--- src/sv/lpwg_pkg.sv ---
// Shared types, operation codes, register indexes and constants for the
// transmit pulse generator. No dependencies.
package lpwg_pkg;

	// configuration port
	localparam int CFG_IDX_W  = 3;
	localparam int CFG_DATA_W = 32;

	localparam logic [CFG_IDX_W-1:0] CFG_PULSE_SHAPE   = 3'd0;
	localparam logic [CFG_IDX_W-1:0] CFG_AMPLITUDE     = 3'd1;
	localparam logic [CFG_IDX_W-1:0] CFG_GAUSS_RATE    = 3'd2;
	localparam logic [CFG_IDX_W-1:0] CFG_PULSE_WIDTH   = 3'd3;
	localparam logic [CFG_IDX_W-1:0] CFG_RECORD_LENGTH = 3'd4;

	localparam logic        RST_PULSE_SHAPE   = 1'b0;
	localparam logic [15:0] RST_AMPLITUDE     = 16'd65535;
	localparam logic [31:0] RST_GAUSS_RATE    = 32'd1073741824;
	localparam logic [15:0] RST_PULSE_WIDTH   = 16'd16;
	localparam logic [15:0] RST_RECORD_LENGTH = 16'd1024;

	localparam logic SHAPE_GAUSS = 1'b0;
	localparam logic SHAPE_RECT  = 1'b1;

	// exp(-u) series: terms 1..TAYLOR_TERMS, then SQUARINGS squarings
	localparam int TAYLOR_TERMS = 13;
	localparam int SQUARINGS    = 4;
	localparam logic [31:0] Q31_ONE = 32'h8000_0000;
	localparam logic [63:0] Q31_HALF = 64'h0000_0000_4000_0000;

	typedef logic [3:0] op_t;
	typedef logic [3:0] term_k_t;

	localparam op_t OP_NONE  = 4'd0;
	localparam op_t OP_LOAD  = 4'd1;  // take tick, fix index and last flag
	localparam op_t OP_SQ    = 4'd2;  // t*t
	localparam op_t OP_XLO   = 4'd3;  // low word of t*t times rate
	localparam op_t OP_XHI   = 4'd4;  // high bits of t*t times rate, range check
	localparam op_t OP_TMUL  = 4'd5;  // term times u
	localparam op_t OP_TDIV  = 4'd6;  // times reciprocal of k
	localparam op_t OP_TFIX  = 4'd7;  // quotient correction, accumulate
	localparam op_t OP_SQR   = 4'd8;  // e = e*e rounded
	localparam op_t OP_AMP   = 4'd9;  // scale by amplitude
	localparam op_t OP_ZERO  = 4'd10;
	localparam op_t OP_RECT  = 4'd11;
	localparam op_t OP_EMIT  = 4'd12;

	typedef struct packed {
		op_t     op;
		term_k_t k;
	} cmd_t;

	typedef struct packed {
		logic shape;
		logic zero;
	} stat_t;

	typedef struct packed {
		logic restart;
	} in_item_t;

	typedef struct packed {
		logic [15:0] sample;
		logic [15:0] sample_index;
		logic        last;
	} out_item_t;

	// floor(2^31 / k) for the series divisors
	function automatic logic [31:0] recip_q31(input term_k_t k);
		logic [31:0] r;
		unique case (k)
			4'd1:    r = 32'd2147483648;
			4'd2:    r = 32'd1073741824;
			4'd3:    r = 32'd715827882;
			4'd4:    r = 32'd536870912;
			4'd5:    r = 32'd429496729;
			4'd6:    r = 32'd357913941;
			4'd7:    r = 32'd306783378;
			4'd8:    r = 32'd268435456;
			4'd9:    r = 32'd238609294;
			4'd10:   r = 32'd214748364;
			4'd11:   r = 32'd195225786;
			4'd12:   r = 32'd178956970;
			4'd13:   r = 32'd165191049;
			default: r = 32'd0;
		endcase
		return r;
	endfunction

endpackage

--- src/sv/lpwg_stream_if.sv ---
// Valid/ready stream channel with a typed payload.
// Payload types come from lpwg_pkg at the point of instantiation.
interface lpwg_stream_if #(parameter type payload_t = logic) ();
	logic     valid;
	logic     ready;
	payload_t data;

	modport source (output valid, output data, input ready);
	modport sink (input valid, input data, output ready);
endinterface

--- src/sv/lidar_pulse_waveform_generator.sv ---
// Transmit pulse record generator. Every transfer on tick yields one transfer
// on result: a sample of the pulse record at a running index, its index, and
// a last flag on the final sample, after which the index wraps to 0; restart
// forces index 0 first. Gaussian mode gives round(amplitude*exp(-t*t*rate))
// with record_length+1 samples; rectangular mode gives amplitude while the
// index is below pulse_width, over record_length samples. One tick is worked
// at a time. A Gaussian sample runs the exp series of 13 terms and 4
// squarings, each term taking a multiply and a divide on the one shared
// 32x32 multiplier and a quotient correction; an argument of 16 or more skips
// the series and gives 0. A finished result sits in the output register, so
// the next tick is taken while it waits. Write registers only while idle.
module lidar_pulse_waveform_generator #(
	parameter int SAMPLE_BITS = 16,
	parameter int INDEX_BITS  = 16
) (
	input  logic                            clk,
	input  logic                            arst_n,
	input  logic                            cfg_we,
	input  logic [lpwg_pkg::CFG_IDX_W-1:0]  cfg_index,
	input  logic [lpwg_pkg::CFG_DATA_W-1:0] cfg_wdata,
	lpwg_stream_if.sink                     tick,
	lpwg_stream_if.source                   result
);

	lpwg_pkg::cmd_t      cmd;
	lpwg_pkg::stat_t     stat;
	lpwg_pkg::out_item_t out_item;
	logic                in_ready;
	logic                out_valid;

	lpwg_ctrl u_ctrl (
		.clk       (clk),
		.arst_n    (arst_n),
		.in_valid  (tick.valid),
		.in_ready  (in_ready),
		.out_valid (out_valid),
		.out_ready (result.ready),
		.stat      (stat),
		.cmd       (cmd)
	);

	lpwg_dp #(
		.SAMPLE_BITS (SAMPLE_BITS),
		.INDEX_BITS  (INDEX_BITS)
	) u_dp (
		.clk       (clk),
		.arst_n    (arst_n),
		.cfg_we    (cfg_we),
		.cfg_index (cfg_index),
		.cfg_wdata (cfg_wdata),
		.restart   (tick.data.restart),
		.cmd       (cmd),
		.stat      (stat),
		.out_item  (out_item)
	);

	assign tick.ready   = in_ready;
	assign result.valid = out_valid;
	assign result.data  = out_item;

	// a finished sample never overwrites one that is still pending
	a_no_overwrite: assert property (@(posedge clk) disable iff (!arst_n)
		cmd.op == lpwg_pkg::OP_EMIT |-> (!result.valid || result.ready))
		else $error("result overwritten while pending");

	// one tick in flight at a time
	a_one_in_flight: assert property (@(posedge clk) disable iff (!arst_n)
		tick.valid && tick.ready |=> !tick.ready)
		else $error("second tick taken while busy");

	// series divisor stays inside the reciprocal table
	a_k_range: assert property (@(posedge clk) disable iff (!arst_n)
		(cmd.op == lpwg_pkg::OP_TDIV || cmd.op == lpwg_pkg::OP_TFIX)
		|-> (cmd.k >= 4'd1 && cmd.k <= 4'd13))
		else $error("series divisor out of range");

endmodule

--- src/sv/lpwg_ctrl.sv ---
// Sequencer for the pulse generator: walks the datapath through one sample
// and owns the input and output handshakes. Uses lpwg_pkg.
module lpwg_ctrl (
	input  logic           clk,
	input  logic           arst_n,
	input  logic           in_valid,
	output logic           in_ready,
	output logic           out_valid,
	input  logic           out_ready,
	input  lpwg_pkg::stat_t stat,
	output lpwg_pkg::cmd_t  cmd
);

	localparam logic [3:0] S_IDLE = 4'd0;
	localparam logic [3:0] S_RECT = 4'd1;
	localparam logic [3:0] S_SQ   = 4'd2;
	localparam logic [3:0] S_XLO  = 4'd3;
	localparam logic [3:0] S_XHI  = 4'd4;
	localparam logic [3:0] S_CHK  = 4'd5;
	localparam logic [3:0] S_TMUL = 4'd6;
	localparam logic [3:0] S_TDIV = 4'd7;
	localparam logic [3:0] S_TFIX = 4'd8;
	localparam logic [3:0] S_SQR  = 4'd9;
	localparam logic [3:0] S_AMP  = 4'd10;
	localparam logic [3:0] S_DONE = 4'd11;

	localparam lpwg_pkg::term_k_t K_LAST = lpwg_pkg::term_k_t'(lpwg_pkg::TAYLOR_TERMS);
	localparam logic [1:0] SQ_LAST = 2'(lpwg_pkg::SQUARINGS - 1);

	logic [3:0]          state_q, state_d;
	lpwg_pkg::term_k_t   k_q, k_d;
	logic [1:0]          sqr_q, sqr_d;
	logic                out_valid_q;
	logic                emit;

	assign in_ready  = (state_q == S_IDLE);
	assign out_valid = out_valid_q;
	assign emit      = (cmd.op == lpwg_pkg::OP_EMIT);

	always_comb begin
		state_d = state_q;
		k_d     = k_q;
		sqr_d   = sqr_q;
		cmd.op  = lpwg_pkg::OP_NONE;
		cmd.k   = k_q;
		unique case (state_q)
			S_IDLE: begin
				if (in_valid) begin
					cmd.op  = lpwg_pkg::OP_LOAD;
					state_d = (stat.shape == lpwg_pkg::SHAPE_RECT) ? S_RECT : S_SQ;
				end
			end
			S_RECT: begin
				cmd.op  = lpwg_pkg::OP_RECT;
				state_d = S_DONE;
			end
			S_SQ: begin
				cmd.op  = lpwg_pkg::OP_SQ;
				state_d = S_XLO;
			end
			S_XLO: begin
				cmd.op  = lpwg_pkg::OP_XLO;
				state_d = S_XHI;
			end
			S_XHI: begin
				cmd.op  = lpwg_pkg::OP_XHI;
				state_d = S_CHK;
			end
			S_CHK: begin
				k_d = 4'd1;
				if (stat.zero) begin
					cmd.op  = lpwg_pkg::OP_ZERO;
					state_d = S_DONE;
				end else begin
					state_d = S_TMUL;
				end
			end
			S_TMUL: begin
				cmd.op  = lpwg_pkg::OP_TMUL;
				state_d = S_TDIV;
			end
			S_TDIV: begin
				cmd.op  = lpwg_pkg::OP_TDIV;
				state_d = S_TFIX;
			end
			S_TFIX: begin
				cmd.op = lpwg_pkg::OP_TFIX;
				if (k_q == K_LAST) begin
					sqr_d   = 2'd0;
					state_d = S_SQR;
				end else begin
					k_d     = k_q + 4'd1;
					state_d = S_TMUL;
				end
			end
			S_SQR: begin
				cmd.op = lpwg_pkg::OP_SQR;
				sqr_d  = sqr_q + 2'd1;
				if (sqr_q == SQ_LAST)
					state_d = S_AMP;
			end
			S_AMP: begin
				cmd.op  = lpwg_pkg::OP_AMP;
				state_d = S_DONE;
			end
			S_DONE: begin
				// hold until the output register is free or draining
				if (!out_valid_q || out_ready) begin
					cmd.op  = lpwg_pkg::OP_EMIT;
					state_d = S_IDLE;
				end
			end
			default: state_d = S_IDLE;
		endcase
	end

	always_ff @(posedge clk or negedge arst_n) begin
		if (!arst_n) begin
			state_q     <= S_IDLE;
			k_q         <= 4'd1;
			sqr_q       <= 2'd0;
			out_valid_q <= 1'b0;
		end else begin
			state_q <= state_d;
			k_q     <= k_d;
			sqr_q   <= sqr_d;
			if (emit)
				out_valid_q <= 1'b1;
			else if (out_ready)
				out_valid_q <= 1'b0;
		end
	end

endmodule

--- src/sv/lpwg_dp.sv ---
// Datapath of the pulse generator: configuration registers, index counter,
// one shared 32x32 multiplier and the output register. Uses lpwg_pkg.
module lpwg_dp #(
	parameter int SAMPLE_BITS = 16,
	parameter int INDEX_BITS  = 16
) (
	input  logic                              clk,
	input  logic                              arst_n,
	input  logic                              cfg_we,
	input  logic [lpwg_pkg::CFG_IDX_W-1:0]    cfg_index,
	input  logic [lpwg_pkg::CFG_DATA_W-1:0]   cfg_wdata,
	input  logic                              restart,
	input  lpwg_pkg::cmd_t                    cmd,
	output lpwg_pkg::stat_t                   stat,
	output lpwg_pkg::out_item_t               out_item
);

	localparam int CMP_W = (INDEX_BITS > 16) ? INDEX_BITS : 16;
	localparam int SQ_W  = 2 * INDEX_BITS;
	localparam logic [15:0] SAMPLE_MASK =
		(SAMPLE_BITS >= 16) ? 16'hFFFF : 16'((64'd1 << SAMPLE_BITS) - 64'd1);

	// configuration
	logic        shape_q;
	logic [15:0] amp_q;
	logic [31:0] rate_q;
	logic [15:0] width_q;
	logic [15:0] reclen_q;

	// per-sample state
	logic [INDEX_BITS-1:0] idx_q;
	logic [INDEX_BITS-1:0] t_q;
	logic                  last_q;
	logic [SQ_W-1:0]       sq_q;
	logic [63:0]           p_q;
	logic                  zero_q;
	logic [30:0]           u_q;
	logic [31:0]           term_q;
	logic [31:0]           sum_q;
	logic [30:0]           p31_q;
	logic [30:0]           qe_q;
	logic [15:0]           res_q;
	lpwg_pkg::out_item_t   out_q;

	logic [31:0]           mul_a, mul_b;
	logic [63:0]           prod;
	logic [63:0]           prod_rnd;
	logic [63:0]           sq_ext;
	logic [36:0]           xsum;
	logic [34:0]           qk;
	logic [34:0]           rem;
	logic [30:0]           q_fix;
	logic [INDEX_BITS-1:0] t_new;
	logic [CMP_W-1:0]      t_cmp;
	logic [15:0]           final_pos;
	logic                  last_new;

	assign stat.shape = shape_q;
	assign stat.zero  = zero_q;
	assign out_item   = out_q;

	// operand select for the shared multiplier
	always_comb begin
		unique case (cmd.op)
			lpwg_pkg::OP_SQ: begin
				mul_a = 32'(t_q);
				mul_b = 32'(t_q);
			end
			lpwg_pkg::OP_XLO: begin
				mul_a = sq_ext[31:0];
				mul_b = rate_q;
			end
			lpwg_pkg::OP_XHI: begin
				mul_a = {28'd0, sq_ext[35:32]};
				mul_b = rate_q;
			end
			lpwg_pkg::OP_TMUL: begin
				mul_a = term_q;
				mul_b = {1'b0, u_q};
			end
			lpwg_pkg::OP_TDIV: begin
				mul_a = {1'b0, p31_q};
				mul_b = lpwg_pkg::recip_q31(cmd.k);
			end
			lpwg_pkg::OP_SQR: begin
				mul_a = sum_q;
				mul_b = sum_q;
			end
			lpwg_pkg::OP_AMP: begin
				mul_a = {16'd0, amp_q};
				mul_b = sum_q;
			end
			default: begin
				mul_a = 32'd0;
				mul_b = 32'd0;
			end
		endcase
	end

	assign prod     = 64'(mul_a) * 64'(mul_b);
	assign prod_rnd = prod + lpwg_pkg::Q31_HALF;
	assign sq_ext   = 64'(sq_q);
	assign xsum     = {5'd0, p_q[63:32]} + {1'b0, prod[35:0]};

	// reciprocal estimate is low by at most one
	assign qk    = 35'(qe_q) * 35'(cmd.k);
	assign rem   = 35'(p31_q) - qk;
	assign q_fix = qe_q + 31'(rem >= 35'(cmd.k));

	// index and end-of-record decision at tick time
	assign t_new     = restart ? '0 : idx_q;
	assign t_cmp     = CMP_W'(t_new);
	assign final_pos = (shape_q == lpwg_pkg::SHAPE_GAUSS) ? reclen_q :
	                   (reclen_q == 16'd0) ? 16'd0 : reclen_q - 16'd1;
	assign last_new  = t_cmp >= CMP_W'(final_pos);

	always_ff @(posedge clk or negedge arst_n) begin
		if (!arst_n) begin
			shape_q  <= lpwg_pkg::RST_PULSE_SHAPE;
			amp_q    <= lpwg_pkg::RST_AMPLITUDE;
			rate_q   <= lpwg_pkg::RST_GAUSS_RATE;
			width_q  <= lpwg_pkg::RST_PULSE_WIDTH;
			reclen_q <= lpwg_pkg::RST_RECORD_LENGTH;
			idx_q    <= '0;
		end else begin
			if (cfg_we) begin
				unique case (cfg_index)
					lpwg_pkg::CFG_PULSE_SHAPE:   shape_q  <= cfg_wdata[0];
					lpwg_pkg::CFG_AMPLITUDE:     amp_q    <= cfg_wdata[15:0];
					lpwg_pkg::CFG_GAUSS_RATE:    rate_q   <= cfg_wdata[31:0];
					lpwg_pkg::CFG_PULSE_WIDTH:   width_q  <= cfg_wdata[15:0];
					lpwg_pkg::CFG_RECORD_LENGTH: reclen_q <= cfg_wdata[15:0];
					default: ;
				endcase
			end
			if (cmd.op == lpwg_pkg::OP_LOAD)
				idx_q <= last_new ? '0 : t_new + 1'b1;
		end
	end

	always_ff @(posedge clk) begin
		unique case (cmd.op)
			lpwg_pkg::OP_LOAD: begin
				t_q    <= t_new;
				last_q <= last_new;
			end
			lpwg_pkg::OP_SQ:  sq_q <= prod[SQ_W-1:0];
			lpwg_pkg::OP_XLO: p_q  <= prod;
			lpwg_pkg::OP_XHI: begin
				// x = t*t*rate >= 16 gives a zero sample
				zero_q <= ((rate_q != 32'd0) && (|sq_ext[63:36])) || (|xsum[36:4]);
				u_q    <= {xsum[3:0], p_q[31:5]};
				term_q <= lpwg_pkg::Q31_ONE;
				sum_q  <= lpwg_pkg::Q31_ONE;
			end
			lpwg_pkg::OP_TMUL: p31_q <= prod[61:31];
			lpwg_pkg::OP_TDIV: qe_q  <= prod[61:31];
			lpwg_pkg::OP_TFIX: begin
				term_q <= 32'(q_fix);
				sum_q  <= cmd.k[0] ? sum_q - 32'(q_fix) : sum_q + 32'(q_fix);
			end
			lpwg_pkg::OP_SQR:  sum_q <= prod_rnd[62:31];
			lpwg_pkg::OP_AMP:  res_q <= prod_rnd[46:31];
			lpwg_pkg::OP_ZERO: res_q <= 16'd0;
			lpwg_pkg::OP_RECT:
				res_q <= (CMP_W'(t_q) < CMP_W'(width_q)) ? amp_q : 16'd0;
			lpwg_pkg::OP_EMIT: begin
				out_q.sample       <= res_q & SAMPLE_MASK;
				out_q.sample_index <= 16'(t_q);
				out_q.last         <= last_q;
			end
			default: ;
		endcase
	end

endmodule

--- src/flat_wrapper.sv ---
// flat-port wrapper written by rule: the top's interface ports become plain ports
module lidar_pulse_waveform_generator_flat 
#(
	parameter int SAMPLE_BITS = 16,
	parameter int INDEX_BITS  = 16
)
  (clk, arst_n, cfg_we, cfg_index, cfg_wdata, tick_valid, tick_data, tick_ready, result_valid, result_data, result_ready);
  lpwg_stream_if #(.payload_t(lpwg_pkg::in_item_t)) tick_i ();
  lpwg_stream_if #(.payload_t(lpwg_pkg::out_item_t)) result_i ();
  input  logic clk;
  input  logic arst_n;
  input  logic cfg_we;
  input  logic [lpwg_pkg::CFG_IDX_W-1:0] cfg_index;
  input  logic [lpwg_pkg::CFG_DATA_W-1:0] cfg_wdata;
  input wire logic [$bits(tick_i.valid)-1:0] tick_valid;
  input wire logic [$bits(tick_i.data)-1:0] tick_data;
  output wire logic [$bits(tick_i.ready)-1:0] tick_ready;
  output wire logic [$bits(result_i.valid)-1:0] result_valid;
  output wire logic [$bits(result_i.data)-1:0] result_data;
  input wire logic [$bits(result_i.ready)-1:0] result_ready;
  assign tick_i.valid = tick_valid;
  assign tick_i.data = tick_data;
  assign tick_ready = tick_i.ready;
  assign result_valid = result_i.valid;
  assign result_data = result_i.data;
  assign result_i.ready = result_ready;
  lidar_pulse_waveform_generator #(.SAMPLE_BITS(SAMPLE_BITS), .INDEX_BITS(INDEX_BITS)) u_core (.clk(clk), .arst_n(arst_n), .cfg_we(cfg_we), .cfg_index(cfg_index), .cfg_wdata(cfg_wdata), .tick(tick_i), .result(result_i));
endmodule
--- config.mk ---
export PLATFORM = sky130hd
export DESIGN_NAME = lidar_pulse_waveform_generator_flat
export DESIGN_NICKNAME = d
export VERILOG_FILES = /design/src/sv/lpwg_pkg.sv /design/src/sv/lpwg_stream_if.sv /design/src/sv/lidar_pulse_waveform_generator.sv /design/src/sv/lpwg_ctrl.sv /design/src/sv/lpwg_dp.sv /design/src/flat_wrapper.sv
export SDC_FILE = /design/constraint.sdc
export NUM_CORES = 2
export LEC_CHECK = 0
export BUFFER_PORTS_ARGS = -buffer_cell sky130_fd_sc_hd__buf_2
export CAP_MARGIN = 20
export CORE_MARGIN = 1
export CORE_UTILIZATION = 45
export DETAILED_ROUTE_END_ITERATION = 16
export HOLD_SLACK_MARGIN = 0.02
export PLACE_DENSITY = 0.67
export SYNTH_ARGS = -nofsm -noshare
export SYNTH_HDL_FRONTEND = slang
export SYNTH_SLANG_ARGS = --single-unit
--- constraint.sdc ---
create_clock -name clk -period 15.15 [get_ports clk]
set_input_delay 0 -clock clk [delete_from_list [all_inputs] [get_ports clk]]
set_output_delay 0 -clock clk [all_outputs]
set_load 0.02 [all_outputs]
* Word level (Yosys, flattened, before mapping) *
Memories as Yosys holds them, arrays and structs flattened.
Index checks and enable logic that the tools add are counted.
Widths: inputs -> output; s select.

cells by class
  add/sub/neg operators = 10
  multiply operators = 2
  magnitude comparators = 3
  equality and inequality tests = 34
  mux-type cells = 28
  reduce and logical (&&, ||, !) cells = 23

operator list
  operator                count
  $pmux 32 s6             1
  $pmux 32 s5             1
  $pmux 32 s3             1
  $mux 16                 5
  $mul 32x32->64          1
  $pmux 32 s2             1
  $add 63x31->63 const B  1
  $pmux 16 s3             1
  $pmux 4 s12             1
  $pmux 4 s11             1
  $eq 4x4->1 const B      10
  $add 32x36->37          1
  $ge 35x4->1             1
  $mul 31x4->35           1
  $sub 31x35->35          1
  $reduce_or 33->1        1
  $add 32x31->32          1
  $eq 4x3->1 const B      8
  $mux 32                 1
  $mux 4                  8
  $sub 32x31->32          1
  $add 31x1->31           1
  $add 16x1->16 const B   1
  $eq 4x2->1 const B      4
  other kinds (25)        46

storage, ports and cells
  bits in registers = 428
  ROM bits = 512
  input port bits = 41
  output and inout bits = 35
  logic and storage cells = 125
  memories = 1

memories
  memory            words  width  read ports  clocked after Yosys merged registers in  wr ports  RTL line        RTL
  (name not given)  16     32     1           0                                        0         lpwg_pkg.sv:70  unique case (k)

* Longest topological paths before layout *
  depth in word-level cells = 10
  gate-level depth with buffers = 49

* Cells and area by module *
Synthesis repeated with hierarchy kept, for this count alone.

second synthesis, totals
  cell total of the unflattened synthesis = 6853
  area, all modules = 62397.3 um2

by module, submodules not included
  module     times used  cells each  area an instance (um2)
  lpwg_dp    1           6766        61614.1
  lpwg_ctrl  1           87          783.3

* Worst setup path before layout *
No wires, ideal clock.

  path type = flip-flop to flip-flop
  start point = reg u_core.u_ctrl.state_q[0]
  end point = reg u_core.u_dp.zero_q, data pin
  library setup time = 0.273 ns
  arrival time = 11.696 ns
  data required time = 14.877 ns
  path slack = 3.181 ns
  stages on the path, launching flop included = 43
  period minus slack after synthesis = 11.969 ns
  path through = dfrtp_1 > clkbuf_1 > nand2_1 > nor3_1 > clkbuf_1 > clkbuf_1 > nand2_1 > nand4_1 > clkbuf_1 > nand2_1 > fa_1 > inv_1 > fa_1 > inv_1 > fa_1 > fa_1 > inv_1 > fa_1 > [7 not listed] > nand2_1 > nor2_1 > a31oi_1 > o211a_1 > o21a_2 > nor2_1 > o31a_1 > ha_1 > a21oi_1 > o221ai_1 > a2111oi_0 > nor4b_1 > nand4_1 > nor4_1 > nand4_1 > or4_1 > nor4_1 > nand4_1

on the way
  longest elaborated chain between the ends = 8

ends and longest elaborated chain
  what                                      RTL line          RTL
  start, declared                           lpwg_ctrl.sv:30   logic [3:0] state_q, state_d;
  start signal, assigned                    lpwg_ctrl.sv:124  state_q <= state_d;
  $eq 4x4->1, or another cell as far along  lpwg_ctrl.sv:46   unique case (state_q)
  $pmux 4 s12 *                             lpwg_ctrl.sv:46
  $eq 4x4->1, or another cell as far along  lpwg_dp.sv:64     unique case (cmd.op)
  $reduce_or 2->1 (no source line)          -
  $pmux 32 s5                               lpwg_dp.sv:64
  $mul 32x32->64 *                          lpwg_dp.sv:100    assign prod = 64'(mul_a) * 64'(mul_b);
  via u_core.u_dp.prod[31]                  lpwg_dp.sv:46     logic [63:0] prod;
  $add 32x36->37 *                          lpwg_dp.sv:103    assign xsum = {5'd0, p_q[63:32]} + {1'b0, prod[35:0]};
  $reduce_or 33->1 *                        lpwg_dp.sv:151    zero_q <= ((rate_q != 32'd0) && (|sq_ext[63:36])) || (|xsum[36:4]);
  end signal, assigned                      lpwg_dp.sv:151
  end, declared                             lpwg_dp.sv:36     logic zero_q;

Mark *: on every way through the listed nets, which the timed path passes. The rest lies on a longest branch.
A chain may end at the register's enable or synchronous reset.

* Worst setup path after layout *
  start point = reg u_core.u_ctrl.state_q[2]
  end point = reg u_core.u_dp.zero_q, data pin

The elaborated chain is that of the path after synthesis.

==> qor.csv <==
stage,metric,value,unit
synthesis,Synth top cells by count,"1046 x inv_1, 985 x fa_1, 971 x nand2_1",
flow_run,max-cap viol count,0,
timing,FMAX,77.54,MHz
floorplanning,Die X,368.8,um
grt,initial antenna violation count,11,
critical_path,"Max stage delay cell, worst path",inv_2,
synthesis,cell taking the most area after synthesis,fa_1,
min_path,Hold Path Class,in2reg,
status,status,"finished, final reports clean",
clock_network,clock buffer count from CTS,45,
route,WL final,205100,um
cells_and_area,share of layout cells above drive strength 1,7.298,%
synthesis,"Distinct cells, synth",99,
critical_path,Critical R2R Launch,u_core.u_ctrl.state_q[2],
route,routed vias,48440,
timing,RSZ-0062 raised after global routing,no,
grt,number of global-route vias before repair,49679,
route,Post-route DRC,0,
synthesis,Post-synth EDFFs,315,
floorplanning,core area,133500,sq um
synthesis,synthesized cell area,60530,sq um
synthesis,Yosys top cell area share,32.58,%
synthesis,Synth Instances,6460,
synthesis,YS warnings,0,
placement,detailed-placement wirelength estimate,163600,um
timing,Worst Skew,0.02958,ns
floorplanning,effective utilization at floorplan,45.36,%
route,vias per std cell,5.850,
clock_network,Post CTS Setup Buffer Count,0,
cells_and_area,FILL cells,12478,
cells_and_area,synth-to-layout area growth,7.869,%
route,drt initial violations,4654,
floorplanning,Core Rows,134,
floorplanning,IO Pins,76,
critical_path,reg2reg path depth,40,
timing,Slew headroom,14.12,%
placement,PortBufs,75,
synthesis,"Net Count, Synth",7907,
clock_network,number of clock sinks,423,
timing,setup TNS,0,ns
critical_path,kind of start point of the critical path,flop,
synthesis,#FFs+latches synth,423,
min_path,worst min-delay path startpoint,result_ready,
synthesis,post-synthesis sequential area ratio,20.13,%
floorplanning,die area,136000,sq um
critical_path,most frequent cell on the critical path,fa_1,
floorplanning,die span in y,368.8,um
timing,Final Hold Fails,0,
critical_path,crit path launch,u_core.u_ctrl.state_q[2],
min_path,hold path depth,3,
synthesis,top post-synthesis cells by area,"fa_1 33%, edfxtp_1 16%, ha_1 8.7%, inv_1 6.5%, nand2_1 6.0%",
cells_and_area,# nets final,7921,
synthesis,"Primary FF master, synth",edfxtp_1,
route,TritonRoute pass-1 iters,6,
critical_path,Worst path max stage delay,0.81,ns
grt,first-pass GRT wire length,312100,um
timing,Worst Max-Slew Pin Slew,1.288,ns
cells_and_area,Multi-input gate area,43420,sq um
grt,largest net degree at the start of global routing,66,
clock_network,CTS Buffer Depth,3,
critical_path,critical path class,reg2reg,
timing,post-layout min period,12.90,ns
grt,grt total ovfl,0,
clock_network,clk slew on worst S/H paths,0.07,ns
grt,GR Util All Layers,30.55,%
critical_path,Worst Path Max Fanout,36,
placement,GPL Wtd Cong,1.046,
critical_path,Arrival @ worst endpoint,13.22,ns
timing,Final Cycle Share,85.13,%
timing,final slew viol count,0,
route,remaining antenna violation count,0,
clock_network,clock tree root driver cell,clkbuf_16,
clock_network,CTS tree,yes,
synthesis,"Avg Cell Area, Syn",9.370,sq um
synthesis,"FFs w/ async S/R, synth",25.53,%
critical_path,Worst EP required,15.47,ns
cells_and_area,FF/Latch Area,12190,sq um
clock_network,H-tree levels,2,
route,wire per inst,24.77,um
timing,# setup viols final,0,
clock_network,Clock Latency Late Sink,0.61,ns
synthesis,cell with the most instances after synthesis,inv_1,
critical_path,Critical Path End Type,flop,
-- kinds of logic (layout without fill, tap and decap cells) --
kind of cell / count (synthesis) / count (layout) / synth area share (%)
DFF: 423 / 423 / 20.13
adders and majority gates: 1406 / 1406 / 41.28
buffers and inverters: 1351 / 1400 / 8.409
other: 0 / 4 / 0
AOI/OAI and AO/OA: 825 / 825 / 9.105
xor gates and xnor gates: 225 / 225 / 3.311
muxes: 101 / 101 / 1.844
and+or+nand+nor: 2129 / 2129 / 15.92
-- metal layers --
metal,vias up,part of all wire [%],GRT usage (%)
met1,24773,40,40.48
met2,2369,45,47.65
met4,6,5.7,14.65
li1,20801,-,-
met5,-,0.020,0
met3,491,9.7,6.485
-- flip-flops by register name, indices dropped and copies added (netlist names), 2 cells and up --
name / flops
u_core.u_dp.p_q: 59
u_core.u_dp.out_item: 33
u_core.u_dp.rate_q: 32
u_core.u_dp.sq_q: 32
u_core.u_dp.sum_q: 32
u_core.u_dp.term_q: 32
u_core.u_dp.p31_q: 31
u_core.u_dp.qe_q: 31
u_core.u_dp.u_q: 31
u_core.u_dp.amp_q: 16
u_core.u_dp.idx_q: 16
u_core.u_dp.reclen_q: 16
u_core.u_dp.res_q: 16
u_core.u_dp.t_q: 16
u_core.u_dp.width_q: 16
u_core.u_ctrl.k_q: 4
u_core.u_ctrl.state_q: 4
u_core.u_ctrl.sqr_q: 2
-- layout make-up --
| cell class | instances | share of cell area, % |
|---|---|---|
| sequential | 423 | 18.66 |
| clock buffer | 59 | 1.951 |
| multi-input combinational | 4686 | 66.51 |
| inverter | 1049 | 6.030 |
| tap | 1768 | 3.388 |
| clock inverter | 23 | 0.3583 |
| timing repair buffer | 269 | 3.087 |
| antenna | 4 | 0.01533 |
-- cell usage in the layout (no fill, tap or decap), types with 46 or more instances in the layout --
master,n
and2_1,166
clkbuf_16,49
nor2_1,529
nand2b_1,46
buf_2,74
fa_1,985
a22oi_1,55
nor3_1,67
nor2b_1,48
dfrtp_1,88
xnor2_1,125
a21o_1,82
nand4_1,73
nand3_1,62
o21ai_0,132
a21oi_1,223
ha_1,421
inv_1,1045
nand2_1,970
edfxtp_1,315
mux2_2,83
buf_4,145
xor2_1,97
-- repair_timing --
| item | CTS | global route |
|---|---|---|
| hold buffers | 45 | 0 |
| endpoints found under the setup margin | 0 | 0 |
| resized for setup | 0 | 0 |
| hold endpoints to repair | 137 | 0 |
-- worst max-delay path, delay by kind of cell, from the launching register on --
kind	cells	cell delay, ns
AOI/OAI and AO/OA	9	2.22
DFF	1	0.59
adders and majority gates	10	4.79
buffers and inverters	9	2.20
and+or+nand+nor	12	2.69
-- stage by stage --
| stage | hold slack [ns] | util (%) | instance area, sq um | instances | setup WS [ns] |
|---|---|---|---|---|---|
| 2_1_floorplan | -0.2956 | - | 60530 | 6460 | 3.181 |
| 3_3_place_gp | 0.06166 | 47.37 | 63220 | 8145 | 2.482 |
| 3_5_place_dp | 0.06413 | 47.40 | 63260 | 8147 | 2.334 |
| 6_report | 0.1484 | 48.92 | 65290 | 8281 | 2.253 |
| 5_1_grt | 0.1734 | 48.92 | 65280 | 8277 | 1.607 |
| 4_1_cts | 0.1262 | 48.88 | 65230 | 8274 | 2.264 |
-- final timing paths --
path	slack (ns)	endpoint
hold / removal	0.15	u_core.u_ctrl.out_valid
hold reg to reg	0.41	u_core.u_dp.u_q[6]
setup / recovery	2.25	u_core.u_dp.zero_q
setup reg to reg	2.25	u_core.u_dp.zero_q
min in group asynchronous	0.55	u_core.u_dp.amp_q[9]
max in group asynchronous	13.74	u_core.u_dp.rate_q[22]
Power is left out: the tool's default activity adds up to more than one toggle a clock period on the data nets, which glitch-free logic cannot reach.
